`config.mk`:
```
export PLATFORM = sky130hd
export DESIGN_NAME = request_frame_deframer_crc32
export DESIGN_NICKNAME = d
export VERILOG_FILES = /design/src/rtl/core/rfd_pkg.sv /design/src/rtl/core/rfd_in_stage.sv /design/src/rtl/core/rfd_parser.sv /design/src/rtl/core/request_frame_deframer_crc32.sv
export SDC_FILE = /design/constraint.sdc
export NUM_CORES = 1
export LEC_CHECK = 0
export BUFFER_PORTS_ARGS = -buffer_cell sky130_fd_sc_hd__buf_2
export CORE_MARGIN = 2
export CORE_UTILIZATION = 54
export CTS_CLUSTER_DIAMETER = 60
export DETAILED_ROUTE_END_ITERATION = 7
export HOLD_SLACK_MARGIN = 0.05
export PLACE_DENSITY = 0.76
export SLEW_MARGIN = 20
export SYNTH_ARGS = -nofsm -noshare
export SYNTH_HDL_FRONTEND = slang
export SYNTH_SLANG_ARGS = --single-unit
```
`constraint.sdc`:
```
create_clock -name clk -period 6.9 [get_ports clk]
set_input_delay 1.38 -clock clk [delete_from_list [all_inputs] [get_ports clk]]
set_output_delay 1.38 -clock clk [all_outputs]
set_load 0.05 [all_outputs]
```
`src/rtl/core/rfd_pkg.sv`:
```
// shared types, constants and the crc byte update for the request frame deframer
package rfd_pkg;

  localparam int unsigned HDR_LEN   = 24;
  localparam int unsigned MAX_W     = 21;
  localparam logic [4:0]  HDR_LAST  = 5'(HDR_LEN - 1);
  localparam logic [31:0] CRC_POLY  = 32'hEDB8_8320;
  localparam logic [31:0] CRC_ONES  = 32'hFFFF_FFFF;
  localparam logic [MAX_W-1:0] MAX_RESET = MAX_W'(1024 * 1024);
  localparam logic [7:0]  VERSION_LO = 8'h01;
  localparam logic [7:0]  VERSION_HI = 8'h00;

  // expected magic bytes in stream order
  localparam logic [7:0] MAGIC [4] = '{8'h47, 8'h4D, 8'h52, 8'h51};

  // verdict codes
  localparam logic [1:0] ST_OK        = 2'd0;
  localparam logic [1:0] ST_BAD_HDR   = 2'd1;
  localparam logic [1:0] ST_TOO_LARGE = 2'd2;
  localparam logic [1:0] ST_CRC_BAD   = 2'd3;

  typedef enum logic [2:0] {
    PH_HEADER  = 3'b001,
    PH_PAYLOAD = 3'b010,
    PH_HALT    = 3'b100
  } phase_t;

  typedef struct packed {
    logic        valid;
    logic [7:0]  payload_byte;
    logic        byte_valid;
    logic        frame_done;
    logic [1:0]  status;
    logic [15:0] operation;
    logic [31:0] sequence_res;
    logic [31:0] payload_length;
    logic [31:0] reset_count;
  } result_t;

  // reflected crc-32, eight bit rounds for one byte
  function automatic logic [31:0] crc_byte(input logic [31:0] crc, input logic [7:0] b);
    logic [31:0] c;
    c = crc ^ {24'd0, b};
    for (int k = 0; k < 8; k++) begin
      c = (c >> 1) ^ (CRC_POLY & {32{c[0]}});
    end
    return c;
  endfunction

endpackage

```
`src/rtl/core/rfd_in_stage.sv`:
```
// input register stage holding one accepted word
module rfd_in_stage import rfd_pkg::*; (
  input  logic       clk,
  input  logic       rst,
  input  logic       in_valid,
  output logic       in_stall,
  input  logic [7:0] data_byte,
  input  logic       advance,
  output logic       s1_valid,
  output logic [7:0] s1_byte
);

  logic load;

  // room when empty or when the held word moves on this cycle
  assign in_stall = s1_valid && !advance;
  assign load     = in_valid && !in_stall;

  always_ff @(posedge clk) begin
    if (rst) begin
      s1_valid <= 1'b0;
    end else if (load) begin
      s1_valid <= 1'b1;
    end else if (advance) begin
      s1_valid <= 1'b0;
    end
  end

  always_ff @(posedge clk) begin
    if (load) begin
      s1_byte <= data_byte;
    end
  end

endmodule

```
`src/rtl/core/rfd_parser.sv`:
```
// header parser, length check and payload crc state machine
module rfd_parser import rfd_pkg::*; (
  input  logic             clk,
  input  logic             rst,
  input  logic             step,
  input  logic [7:0]       b,
  input  logic [MAX_W-1:0] max_payload_bytes,
  output result_t          res
);

  phase_t            phase, phase_next;
  logic [4:0]        header_index, header_index_next;
  logic              header_ok, header_ok_next;
  logic [15:0]       op_code_reg, op_code_reg_next;
  logic [31:0]       sequence_reg, sequence_reg_next;
  logic [31:0]       length_reg, length_reg_next;
  logic [31:0]       iterations_reg, iterations_reg_next;
  logic [31:0]       expected_crc_reg, expected_crc_reg_next;
  logic [31:0]       running_crc, running_crc_next;
  logic [MAX_W-1:0]  bytes_left, bytes_left_next;
  logic              byte_ok;
  logic              hdr_ok_now;
  logic [31:0]       crc_upd;

  always_comb begin
    phase_next            = phase;
    header_index_next     = header_index;
    header_ok_next        = header_ok;
    op_code_reg_next      = op_code_reg;
    sequence_reg_next     = sequence_reg;
    length_reg_next       = length_reg;
    iterations_reg_next   = iterations_reg;
    expected_crc_reg_next = expected_crc_reg;
    running_crc_next      = running_crc;
    bytes_left_next       = bytes_left;
    byte_ok               = 1'b1;
    hdr_ok_now            = header_ok;
    crc_upd               = crc_byte(running_crc, b);
    res                   = '0;

    unique case (phase)
      PH_HEADER: begin
        case (header_index) inside
          [5'd0:5'd3]:   byte_ok = (b == MAGIC[header_index[1:0]]);
          5'd4:          byte_ok = (b == VERSION_LO);
          5'd5:          byte_ok = (b == VERSION_HI);
          [5'd6:5'd7]:   op_code_reg_next[8*header_index[0] +: 8] = b;
          [5'd8:5'd11]:  sequence_reg_next[8*header_index[1:0] +: 8] = b;
          [5'd12:5'd15]: length_reg_next[8*header_index[1:0] +: 8] = b;
          [5'd16:5'd19]: iterations_reg_next[8*header_index[1:0] +: 8] = b;
          default:       expected_crc_reg_next[8*header_index[1:0] +: 8] = b;
        endcase
        hdr_ok_now     = header_ok && byte_ok;
        header_ok_next = hdr_ok_now;
        if (header_index != HDR_LAST) begin
          header_index_next = header_index + 5'd1;
        end else begin
          header_index_next = 5'd0;
          if (!hdr_ok_now) begin
            res.valid      = 1'b1;
            res.frame_done = 1'b1;
            res.status     = ST_BAD_HDR;
            phase_next     = PH_HALT;
          end else if (length_reg_next > {{(32-MAX_W){1'b0}}, max_payload_bytes}) begin
            res.valid      = 1'b1;
            res.frame_done = 1'b1;
            res.status     = ST_TOO_LARGE;
            phase_next     = PH_HALT;
          end else if (length_reg_next == 32'd0) begin
            res.valid      = 1'b1;
            res.frame_done = 1'b1;
            if (expected_crc_reg_next == 32'd0) begin
              res.status       = ST_OK;
              header_ok_next   = 1'b1;
              running_crc_next = CRC_ONES;
              bytes_left_next  = '0;
            end else begin
              res.status = ST_CRC_BAD;
              phase_next = PH_HALT;
            end
          end else begin
            bytes_left_next  = length_reg_next[MAX_W-1:0];
            running_crc_next = CRC_ONES;
            phase_next       = PH_PAYLOAD;
          end
        end
      end
      PH_PAYLOAD: begin
        running_crc_next = crc_upd;
        bytes_left_next  = bytes_left - MAX_W'(1);
        res.valid        = 1'b1;
        res.byte_valid   = 1'b1;
        res.payload_byte = b;
        if (bytes_left_next == '0) begin
          res.frame_done = 1'b1;
          if ((crc_upd ^ CRC_ONES) == expected_crc_reg) begin
            res.status        = ST_OK;
            header_index_next = 5'd0;
            header_ok_next    = 1'b1;
            running_crc_next  = CRC_ONES;
            phase_next        = PH_HEADER;
          end else begin
            res.status = ST_CRC_BAD;
            phase_next = PH_HALT;
          end
        end
      end
      default: begin
        // halted: bytes are dropped
      end
    endcase

    res.operation      = op_code_reg_next;
    res.sequence_res   = sequence_reg_next;
    res.payload_length = length_reg_next;
    res.reset_count    = iterations_reg_next;
  end

  always_ff @(posedge clk) begin
    if (rst) begin
      phase            <= PH_HEADER;
      header_index     <= 5'd0;
      header_ok        <= 1'b1;
      op_code_reg      <= '0;
      sequence_reg     <= '0;
      length_reg       <= '0;
      iterations_reg   <= '0;
      expected_crc_reg <= '0;
      running_crc      <= CRC_ONES;
      bytes_left       <= '0;
    end else if (step) begin
      phase            <= phase_next;
      header_index     <= header_index_next;
      header_ok        <= header_ok_next;
      op_code_reg      <= op_code_reg_next;
      sequence_reg     <= sequence_reg_next;
      length_reg       <= length_reg_next;
      iterations_reg   <= iterations_reg_next;
      expected_crc_reg <= expected_crc_reg_next;
      running_crc      <= running_crc_next;
      bytes_left       <= bytes_left_next;
    end
  end

`ifndef SYNTHESIS
  a_payload_count: assert property (@(posedge clk) disable iff (rst)
    phase == PH_PAYLOAD |-> bytes_left != '0)
    else $error("payload phase with no bytes left");
  a_halt_silent: assert property (@(posedge clk) disable iff (rst)
    step && phase == PH_HALT |-> !res.valid)
    else $error("result produced while halted");
  a_hdr_index: assert property (@(posedge clk) disable iff (rst)
    header_index <= HDR_LAST)
    else $error("header index past header end");
  a_verdict: assert property (@(posedge clk) disable iff (rst)
    step && res.valid && !res.byte_valid |-> res.frame_done)
    else $error("result without payload or verdict");
`endif

endmodule

```
`src/rtl/core/request_frame_deframer_crc32.sv`:
```
// top level of the request frame deframer with crc-32 check
// Takes one byte word per cycle while in_stall is low: a 24-byte little-endian
// header (magic, version 1, operation, sequence, payload length, reset
// iterations, expected crc), then the payload, which is passed through while a
// reflected crc-32 runs over it. The verdict (ok, bad magic/version, too large,
// crc mismatch) rides on the last payload word, or on the last header word when
// the header is bad, the length is too large or the length is zero; header
// words other than the last give no result. Any error halts the block until
// reset, and later words are taken and dropped. Throughput is one word per
// cycle while out_stall is low. A word is registered in the input register,
// passes through the combinational parser and is registered in the result
// register. A stalled result holds the input register, so the block holds at
// most two words before it stalls its input. The user must see that
// max_payload_bytes is written through the cfg port only while idle; the block itself does not enforce this.
module request_frame_deframer_crc32 import rfd_pkg::*; (
  input  logic             clk,
  input  logic             rst,
  // input words
  input  logic             in_valid,
  output logic             in_stall,
  input  logic [7:0]       data_byte,
  // result words
  output logic             out_valid,
  input  logic             out_stall,
  output logic [7:0]       payload_byte,
  output logic             byte_valid,
  output logic             frame_done,
  output logic [1:0]       status,
  output logic [15:0]      operation,
  output logic [31:0]      sequence_res,
  output logic [31:0]      payload_length,
  output logic [31:0]      reset_count,
  // max payload register write
  input  logic             cfg_valid,
  output logic             cfg_ready,
  input  logic [MAX_W-1:0] cfg_data
);

  logic             advance;
  logic             s1_valid;
  logic [7:0]       s1_byte;
  logic             step;
  logic [MAX_W-1:0] max_payload_bytes;
  result_t          res;
  result_t          out_q;

  // the held word moves when the result register is empty or being taken
  assign advance   = !out_valid || !out_stall;
  assign step      = s1_valid && advance;
  assign cfg_ready = 1'b1;

  always_ff @(posedge clk) begin
    if (rst) begin
      max_payload_bytes <= MAX_RESET;
    end else if (cfg_valid && cfg_ready) begin
      max_payload_bytes <= cfg_data;
    end
  end

  rfd_in_stage u_in (
    .clk       (clk),
    .rst       (rst),
    .in_valid  (in_valid),
    .in_stall  (in_stall),
    .data_byte (data_byte),
    .advance   (advance),
    .s1_valid  (s1_valid),
    .s1_byte   (s1_byte)
  );

  rfd_parser u_parser (
    .clk               (clk),
    .rst               (rst),
    .step              (step),
    .b                 (s1_byte),
    .max_payload_bytes (max_payload_bytes),
    .res               (res)
  );

  // result register; header words that give no result leave it empty
  always_ff @(posedge clk) begin
    if (rst) begin
      out_valid <= 1'b0;
    end else if (advance) begin
      out_valid <= step && res.valid;
    end
  end

  always_ff @(posedge clk) begin
    if (advance) begin
      out_q <= res;
    end
  end

  assign payload_byte   = out_q.payload_byte;
  assign byte_valid     = out_q.byte_valid;
  assign frame_done     = out_q.frame_done;
  assign status         = out_q.status;
  assign operation      = out_q.operation;
  assign sequence_res   = out_q.sequence_res;
  assign payload_length = out_q.payload_length;
  assign reset_count    = out_q.reset_count;

endmodule
```
==> results of run 1 <==
==> synth_stat cells (6+ instances only) <==
library cell,count
a211oi_1,23
a21oi_1,161
a32o_1,17
a32oi_1,16
and2_1,13
buf_1,10
buf_2,6
clkbuf_1,104
dfxtp_1,229
edfxtp_1,132
ha_1,31
inv_1,51
mux2_2,17
mux2i_1,25
nand2_1,306
nand2b_1,6
nand3_1,22
nand4_1,18
nor2_1,194
nor3_1,27
nor3b_1,6
nor4_1,24
o211ai_1,11
o21ai_0,120
o22a_1,33
o31ai_1,7
or3_1,11
xnor2_1,52
xnor2_2,6
xnor3_1,24
xor2_1,23
==> per-stage QoR <==
step                      hold WS, ps  setup slack, ps
after floorplan                   433              358
after global placement            437             1210
after detailed placement          447             1040
after CTS                         455              977
after global routing              476              456
final                             454             1060
==> final cells by class <==
type                    count  area, sq um  area share (%)
inverters                  52          195           0.991
repair buffers            188         1020            5.18
clock buffers              57         1130            5.76
flip-flops and latches    361         8550            43.4
multi-input cells        1299         8140            41.4
well taps                 402          503            2.55
clock inverters            15          146           0.743
==> placed cells by master (no fill, tap or decap), types with 10 or more instances in the layout <==
master	n
xnor2_1	52
nor2_1	193
nand3_1	22
buf_4	29
buf_2	158
a32o_1	17
o22a_1	33
a211oi_1	23
nor3_1	26
mux2_2	17
ha_1	31
dfxtp_1	229
o211ai_1	11
inv_1	51
a21oi_1	161
nand2_1	304
o21ai_0	120
nor4_1	24
xnor3_1	24
edfxtp_1	132
or3_1	11
clkbuf_1	10
nand4_1	18
clkbuf_16	40
a32oi_1	16
mux2i_1	25
xor2_1	23
and2_1	12
==> where the power goes <==
| group | leakage (uW) | total (uW) | internal (uW) | switching, uW |
|---|---|---|---|---|
| sequential | 0.00345 | 2270 | 2230 | 37.5 |
| clock | 0.000619 | 2070 | 1220 | 849 |
| combinational | 0.00396 | 634 | 207 | 426 |
| total | 0.00803 | 4980 | 3660 | 1310 |
==> metal layers <==
layer,vias up,part of all wire (%),global-route usage (%)
li1,6714,-,-
met1,6790,42,38.5
met2,672,45,43.8
met3,147,8.9,5.16
met4,0,4.4,12.0
met5,-,0,0
==> worst min-delay path: cells and delay by family, from the launching register on <==
family,cells,cell delay [ps]
AO/OA/AOI/OAI,1,50
flip-flops,1,310
AND/OR/NAND/NOR,1,50
==> cell families after synthesis <==
group           share of synthesized area, %
other cells                           0.0216
flops                                   49.2
simple gates                            16.8
mux                                     2.54
compound gates                          16.1
xor+xnor                                8.97
fa+ha+maj                               2.23
buf+inv                                 4.09
==> worst max-delay path by stage <==
stage / from / slack, ps / cells after the start / end
global route: u_parser.header_index[0] / 460 / 18 / u_parser.running_crc[16]
global placement: u_parser.header_index[0] / 1210 / 18 / u_parser.running_crc[28]
finish: u_parser.header_index[0] / 1060 / 18 / u_parser.running_crc[13]
detailed placement: u_parser.header_index[0] / 1040 / 18 / u_parser.running_crc[7]
floorplan: out_stall / 360 / 9 / u_parser.running_crc[10]
CTS: u_parser.header_index[0] / 980 / 18 / u_parser.running_crc[8]
==> run metrics, run 1 <==
HPWL after DPL=approximately 32000 microns; Final Non-Filler Cells=2374; Post-Syn Area=17400 sq um; Setup-failing EPs final=0; yosys warns=0; CTS sink count=approximately 360; Synth Area per Inst=between 9 and 10 sq um; per-cell routed wire length=20.0 microns; Hold Crit Depth=2; syn nets=about 1.9k; Reg2Reg Depth=18; Finished Core Util=slightly above 60%; Worst EP required=7360 ps; Pre-Repair DR Iteration Count=5; CTS Buf Count=39; final WL=47500 microns; Longest Clk Path Bufs=3; IO Port Bufs=159; Fin Clk Skew=slightly below 20 ps; Min-Delay Startpoint=u_parser.iterations_reg[17]; sequential fraction of the synthesis area=49.2%; share of layout cells above drive strength 1=between 10% and 20%; period utilisation layout=84.7%; Die ar.=about 34000 sq um; Via density=between 6 and 7; Die X-Extent=183 microns; crit-path leading delay family=simple AND/OR/NAND/NOR gates; die height=~180 microns; # IOs=161; Tmin final=just under 6000 ps; Leak Pwr=between 0.008 and 0.009 uW; GRT Resource Usage Total=between 20% and 30%; placed inst area=18400 sq um; core area=approximately 32000 sq um; maximum VDD drop=approximately 0.00018 V; first-pass GRT wire length=roughly 74000 microns; Via Count=between 10k and 15k; antenna violations before repair=0; Worst path max stage delay=640 ps; Cell Chain, Critical Path=inv_1 > ha_1 > and3b_1 > nor2b_1 > nand2_1 > o21a_1 > inv_1 > ha_1 > nand4_1 > nor4_1 > nand2_1 > a221oi_1 > nand3_1 > nor4_1 > a22oi_1 > nand2_1 > buf_4 > o22a_1; largest area contributor in the synthesized netlist=dfxtp_1; post-synth top area share=between 20% and 30%; CP Class=flip-flop to flip-flop; cell count after synthesis=between 1.5k and 2k; final instance area=between 15000 and 20000 sq um; fill cell count=2622; Startpoint Class=flip-flop; clk_lat worst skew=540 ps; std cell rows=between 60 and 70; capturing point of the worst reg2reg path=u_parser.running_crc[13]; critical path fanouts, max=32; top achievable clock speed=~170 MHz; Worst EP arrival=6310 ps; # hold bufs at CTS=0; Main synth FF type=dfxtp_1; # diodes=0; worst min-delay path class=flip-flop to flip-flop; status=finished, final reports clean; total gr overflow=0; H-tree Lvls=2; Power Density=around 250 nW/um^2; CTS tree=built; FF-to-FF setup slack=1060 ps; Root Driver=clkbuf_16; Max Slew Vio Count=0; max-cap viol count=0; final hold vios=0; FFs w/ async S/R, synth=0%; Crit-path slowest cell=dfxtp_1; routability cong.=0.941; reg2reg start=u_parser.header_index[0]; Power, Total=between 4000 and 5000 uW; largest net degree at the start of global routing=roughly 100; top post-synthesis cells by area=dfxtp_1 26%, edfxtp_1 23%, nand2_1 6.6%; post-CTS setup repair buffer count=0; Layout area overhead=13.4%; Yosys reg bits=between 300 and 400; EDFF count, synth=around 130; vias in the first global route=between 10k and 15k; # placed instances=2301; Critical Path Most Common Cell=nand2_1; Reg clk slew, reported paths=approximately 60 ps; Post-DRT Antenna Nets=0; DR iter-0 viols=1633; setup_tns=0 ps; drc violations=0; Slew @ Worst Pin=around 1100 ps; Synth cell types=between 70 and 80; Slew headroom=about 27%; # resized after CTS=0; critical path endpoint category=flip-flop; worst-case hold path end point=u_parser.iterations_reg[17]; RSZ-0062 raised after global routing=false; Buf+Inv Stages, Crit Path=3; Initial Utilization=~55%; Final nets=between 2k and 2.5k
No activity file was read; power rests on OpenSTA's default activity.
==> inputs of run 2 (changes only) <==
CORE_UTILIZATION = 60   (was 54)
PLACE_DENSITY = 0.8   (was 0.76)
clock period = 5.9 ns   (was 6.9 ns; I/O delays follow)
==> run 2 against run 1 <==
Compared with the run above:
- the run now ends with DRC left
- global-route usage is 2.8 points higher
- register-to-register slack worse by 620 ps
- final cell count is 0.51% lower
- clock skew is 2.1 ps lower
- count of clock-buffer cells in the layout is 3 lower
- die area is 9.8% lower
- worst setup slack worse by 620 ps
- core utilization is 6.7 points higher
- clock power is 16% higher
- critical endpoint is now u_parser.bytes_left[6]
- largest cell class unchanged
- largest power group unchanged
- highest routed layer unchanged
==> run metrics, run 2 (synthesized netlist as in run 1, its figures left out) <==
GRT Resource Usage Total=30.9% (+2.8 points); Setup-failing EPs final=0 (unchanged); vias in the first global route=13.4k (-0.98%); CTS tree=built; register share of total power=45.8% (+0.2 points); most frequent cells in the layout=304 x nand2_1, 228 x dfxtp_1, 193 x nor2_1; DR iter-0 viols=1874 (+15%); std cell rows=62 (-4.6%); die height=174 microns (-5.0%); first-pass GRT wire length=74200 microns (+0.13%); Longest Clk Path Bufs=3 (unchanged); HPWL after DPL=32400 microns (+0.51%); Layout area overhead=13.6%; most common cell after layout, fill and taps aside=nand2_1; Worst EP arrival=5850 ps (-460 ps); per-cell routed wire length=20.3 microns (+1.2%); core area=28600 sq um (-9.5%); Post-DRT Antenna Nets=0 (unchanged); antenna violations before repair=0 (unchanged); clk_lat worst skew=540 ps (about the same); Critical Path Most Common Cell=ha_1; final hold vios=0 (unchanged); CTS sink count=361 (unchanged); Cell Chain, Critical Path=ha_1 > and3_1 > ha_1 > o211ai_1 > a32oi_1 > inv_1 > ha_1 > nand4_1 > nor4_1 > nand2_1 > a221oi_1 > nand3_1 > nor4_1 > a22o_1 > buf_4 > mux2i_1 > nor2_1; CTS Buf Count=38 (-2.6%); Startpoint Class=flip-flop; Tmin final=5470 ps (-375 ps); critical path fanouts, max=18 (-44%); total gr overflow=0 (unchanged); Slew headroom=31.5% (+4.5 points); Pre-Repair DR Iteration Count=8 (+3); maximum VDD drop=0.000224 V (+22%); Power Density=295 nW/um^2 (+17%); # IOs=161 (unchanged); switching power total=1550 uW (+18%); final WL=47800 microns (+0.71%); Fin Clk Skew=17.2 ps (-2.08 ps); IO Port Bufs=159 (unchanged); status=finished, violations left; worst min-delay path class=flip-flop to flip-flop; Initial Utilization=60.7% (+5.8 points); Die X-Extent=174 microns (-5.0%); Crit-path slowest cell=dfxtp_1; routability cong.=0.942 (about the same); Worst EP required=6290 ps (-1070 ps); # diodes=0 (unchanged); clock power share=41.4% (-0.2 points); Die ar.=30300 sq um (-9.8%); Via density=6.13 (+1.6%); Power, Total=5830 uW (+17%); fill cell count=2212 (-16%); Via Count=14.5k (+1.0%); Sw Ratio=26.5% (+0.16 points); drc violations=1 (+1); # hold bufs at CTS=0 (unchanged); Buf+Inv Stages, Crit Path=2 (-1); period utilisation layout=92.7% (+8.0 points); Root Driver=clkbuf_16; RSZ-0062 raised after global routing=false; Leak Pwr=0.00808 uW (+0.52%); top achievable clock speed=183 MHz (+6.9%); Reg clk slew, reported paths=60 ps (about the same); Slew @ Worst Pin=1020 ps (-76.8 ps); Final nets=2013 (+0.35%); max-cap viol count=0 (unchanged); Worst path max stage delay=550 ps (-90 ps); crit-path leading delay family=simple AND/OR/NAND/NOR gates; failing checks=DRC; H-tree Lvls=2 (unchanged); share of layout cells above drive strength 1=15.8% (+0.66 points); critical path endpoint category=flip-flop; internal power=4280 uW (+17%); Max Slew Vio Count=0 (unchanged); setup_tns=0 ps (unchanged); CP Class=flip-flop to flip-flop; Combinational Power Share=12.8% (about the same); largest net degree at the start of global routing=106 (+3.9%)
-- run 2: power by group through the flow --
| stage | clock network [uW] | logic (uW) | registers, uW |
|---|---|---|---|
| 2_1_floorplan | 0 | 477 | 2740 |
| 3_3_place_gp | 0 | 716 | 2720 |
| 3_5_place_dp | 0 | 723 | 2720 |
| 4_1_cts | 2430 | 726 | 2670 |
| 5_1_grt | 2530 | 785 | 2670 |
| 6_report | 2410 | 744 | 2670 |
-- run 2: path summary, 6_finish.rpt --
kind                                                from                 endpoint  slack [ps]  depth (start not counted)
worst min register to register   u_parser.op_code_reg[8]  u_parser.op_code_reg[8]         450                          2
worst max register to register  u_parser.header_index[1]   u_parser.bytes_left[6]         430                         17
worst max-delay path            u_parser.header_index[1]   u_parser.bytes_left[6]         430                         17
worst min-delay path             u_parser.op_code_reg[8]  u_parser.op_code_reg[8]         450                          2
-- run 2: per-stage QoR --
stage / hold WS (ps) / instances / util, % / instance area, sq um / setup slack (ps)
CTS: 455 / 2362 / 68.9 / 19700 / 418
detailed placement: 446 / 2292 / 64.4 / 18400 / 470
global placement: 438 / 2292 / 64.4 / 18400 / 605
floorplan: 433 / 1838 / - / 17400 / 998
global route: 470 / 2362 / 68.9 / 19700 / 19.4
finish: 453 / 2362 / 68.9 / 19700 / 432
-- run 2: tightest hold or removal path, delay by kind of cell, from the launching register on --
kind / cells / cell delay (ps)
flip-flops: 1 / 310
AND/OR/NAND/NOR: 1 / 50
AO/OA/AOI/OAI: 1 / 50
-- run 2: final cells by class --
cell class	count	area, sq um	area share (%)
Inverter	52	195	0.989
Sequential cell	361	8550	43.3
Tap cell	384	480	2.44
Clock inverter	16	190	0.964
Multi-Input combinational cell	1299	8160	41.4
Timing Repair Buffer	196	1080	5.47
Clock buffer	54	1070	5.44
-- run 2: repair_timing --
item	4_1_cts	5_1_grt
setup buffers	0	0
gates resized for setup	0	4
endpoints found under the setup margin	0	53
-- run 2: per-layer routing --
layer	GRT usage (%)	wire [microns]	up-vias	part of all wire (%)
met1	43.4	20200	6856	42
li1	-	-	6717	-
met2	48.1	21700	774	45
met3	5.42	4190	125	8.8
met5	0	0	-	0
met4	11.9	1770	0	3.7
==> inputs of run 3 (changes only) <==
ABC_AREA = 1   (was default)
CORE_UTILIZATION = 61   (was 60)
PLACE_DENSITY = 0.81   (was 0.8)
==> run 3 against run 2 <==
Compared with the run above:
- critical path depth increased by 3
- area after synthesis is 13% higher
- sequential share of layout area shrank 4.6 points
- largest power group unchanged
- routed wire length is 30% higher
- fmax rose by 3.1%
- sequential cell count unchanged
- critical endpoint is now u_parser.bytes_left[18]
- the run now ends clean
- synthesized cell count grew 50%
- worst hold slack improved by 19 ps
- sequential power grew 5%
- via count increased by 33%
- clock skew about the same
==> run metrics, run 3 <==
CP Class=flip-flop to flip-flop; per-cell routed wire length=18.8 microns (-7.2%); max-cap viol count=0 (unchanged); register share of total power=42.4% (-3.4 points); GRT Resource Usage Total=36.2% (+5.2 points); Worst EP required=6330 ps (+40 ps); Die X-Extent=184 microns (+5.5%); sequential fraction of the synthesis area=43.4% (-5.8 points); worst-case hold path end point=u_parser.running_crc[21]; register area=8550 sq um (about the same); clock power share=37.9% (-3.5 points); Fin Clk Skew=17.7 ps (+0.480 ps); Combinational Power Share=19.7% (+6.9 points); Reg2Reg Depth=20 (+3); CTS Buf Count=41 (+7.9%); CTS sink count=361 (unchanged); Main synth FF type=dfxtp_1; Pre-Repair DR Iteration Count=8 (unchanged); Max Slew Vio Count=0 (unchanged); DR iter-0 viols=2572 (+37%); Power Density=301 nW/um^2 (+1.9%); Reg clk slew, reported paths=60 ps (about the same); FFs w/ async S/R, synth=0% (unchanged); Initial Utilization=62.2% (+1.5 points); core area=31600 sq um (+11%); top-count cell post-synth=nand2_1; maximum VDD drop=0.000256 V (+15%); period utilisation layout=89.9% (-2.8 points); clk_lat worst skew=540 ps (about the same); Post-Syn Area=19700 sq um (+13%); Finished Core Util=69.7% (+0.79 points); Worst EP arrival=5740 ps (-110 ps); Final nets=2932 (+46%); critical path endpoint category=flip-flop; post-CTS setup repair buffer count=0 (unchanged); Die ar.=33700 sq um (+11%); die height=184 microns (+5.5%); EDFF count, synth=132 (unchanged); Min-Delay Startpoint=u_parser.running_crc[21]; std cell rows=65 (+4.8%); Via density=5.81 (-5.1%); final WL=62100 microns (+30%); Leak Pwr=0.0112 uW (+39%); most common cell after layout, fill and taps aside=nand2_1; # resized after CTS=0 (unchanged); Startpoint Class=flip-flop; fill cell count=2635 (+19%); Tmin final=5300 ps (-164 ps); H-tree Lvls=2 (unchanged); Synth Area per Inst=7.14 sq um (-24%); RSZ-0062 raised after global routing=false; first-pass GRT wire length=95000 microns (+28%); Synth cell types=55 (-29%); vias in the first global route=17.4k (+29%); switching power total=2100 uW (+36%); reg2reg start=u_parser.header_index[0]; Setup-failing EPs final=0 (unchanged); setup_tns=0 ps (unchanged); CTS tree=built; status=finished, final reports clean; FF-to-FF setup slack=600 ps (+160 ps); worst min-delay path class=flip-flop to flip-flop; WHS=471 ps (+18.8 ps); total gr overflow=0 (unchanged); internal power=4540 uW (+6.0%); top achievable clock speed=189 MHz (+3.1%); largest net degree at the start of global routing=99 (-6.6%); routability cong.=1.10 (+16%); # IOs=161 (unchanged); IO Port Bufs=159 (unchanged); most frequent cells in the layout=659 x nand2_1, 389 x inv_1, 269 x o21ai_0; HPWL after DPL=44800 microns (+38%); syn nets=2820 (+48%); Yosys reg bits=361 (unchanged); Sw Ratio=31.7% (+5.1 points); cell count after synthesis=2755 (+50%); share of layout cells above drive strength 1=11.1% (-4.8 points); Longest Clk Path Bufs=3 (unchanged); capturing point of the worst reg2reg path=u_parser.bytes_left[18]; yosys warns=0 (unchanged); top post-synthesis cells by area=dfxtp_1 23%, edfxtp_1 20%, nand2_1 13%; Slew headroom=32.8% (+1.3 points); multi-input logic area=9110 sq um (+12%); Hold Crit Depth=2 (unchanged); final hold vios=0 (unchanged); # diodes=0 (unchanged); drc violations=0 (-1); critical path fanouts, max=49 (+31); Slew @ Worst Pin=1010 ps (-9.76 ps); Post-DRT Antenna Nets=0 (unchanged); Layout area overhead=12.1%; antenna violations before repair=0 (unchanged); Via Count=19.2k (+33%); Root Driver=clkbuf_16; top post-synthesis cells by count=661 x nand2_1, 391 x inv_1, 269 x o21ai_0; largest area contributor in the synthesized netlist=dfxtp_1; placed inst area=20700 sq um (+12%); post-synth top area share=23.3% (-3.1 points); # hold bufs at CTS=0 (unchanged); final instance area=22100 sq um (+12%)
[run 3: cell families after synthesis]
kind of cell    after synthesis  synth area share (%)
flops                       361                  43.4
buf+inv                     524                  10.5
xor+xnor                     45                  2.15
compound gates              511                  13.7
simple gates               1281                  28.2
fa+ha+maj                    31                  1.97
other cells                   1                0.0191
mux                           1                0.0509
[run 3: power groups by stage]
stage	combinational, uW	sequential (uW)	clock, uW
after floorplan	713	3070	0
after global placement	1250	2860	0
after detailed placement	1280	2860	0
after CTS	1290	2810	2530
after global routing	1420	2830	2630
final	1310	2810	2520
[run 3: worst max path at each step]
| stage | start | endpoint | slack (ps) | depth (start not counted) |
|---|---|---|---|---|
| after global routing | u_parser.header_index[0] | u_parser.bytes_left[8] | 130 | 25 |
| after floorplan | out_stall | in_stall | 1140 | 2 |
| after detailed placement | u_parser.header_index[0] | u_parser.bytes_left[18] | 760 | 20 |
| final | u_parser.header_index[0] | u_parser.bytes_left[18] | 600 | 20 |
| after CTS | u_parser.header_index[0] | u_parser.bytes_left[18] | 720 | 20 |
| after global placement | u_parser.header_index[0] | u_parser.bytes_left[18] | 960 | 20 |
[run 3: per-layer routing]
layer  GRT usage, %  vias to the layer above  part of all wire (%)
met2           58.7                      968                    46
li1               -                     9165                     -
met1           49.2                     8899                    41
met3           5.43                      160                   9.2
met5              0                        -                     0
met4           13.3                        0                   3.6
[run 3: final cells by class]
class	instances	share of cell area (%)
Timing Repair Buffer	191	4.77
Sequential cell	361	38.8
Tap cell	402	2.28
Multi-Input combinational cell	1870	41.3
Clock buffer	54	4.96
Inverter	402	6.84
Clock inverter	22	1.07
[run 3: metrics by stage]
stage,setup slack (ps),instances,power [uW]
after CTS,718,3302,6620
final,596,3302,6640
after floorplan,1140,2755,3790
after detailed placement,757,3226,4140
after global placement,957,3226,4110
after global routing,131,3302,6880
[run 3: critical path: stages (launching register included)]
cell and delay, ps:
dfxtp_1 770, ha_1 440, inv_2 150, nor2_1 130, ha_1 140, inv_1 40, nand2_2 90, nand2_4 150
nor2_2 430, o21ai_0 360, ha_1 390, nand4_1 110, nor4_1 320, nand4_1 200, a21oi_1 200, nand2_1 120
nand2_4 260, buf_4 530, nand3_1 160, nand2_1 100, nor2_1 50
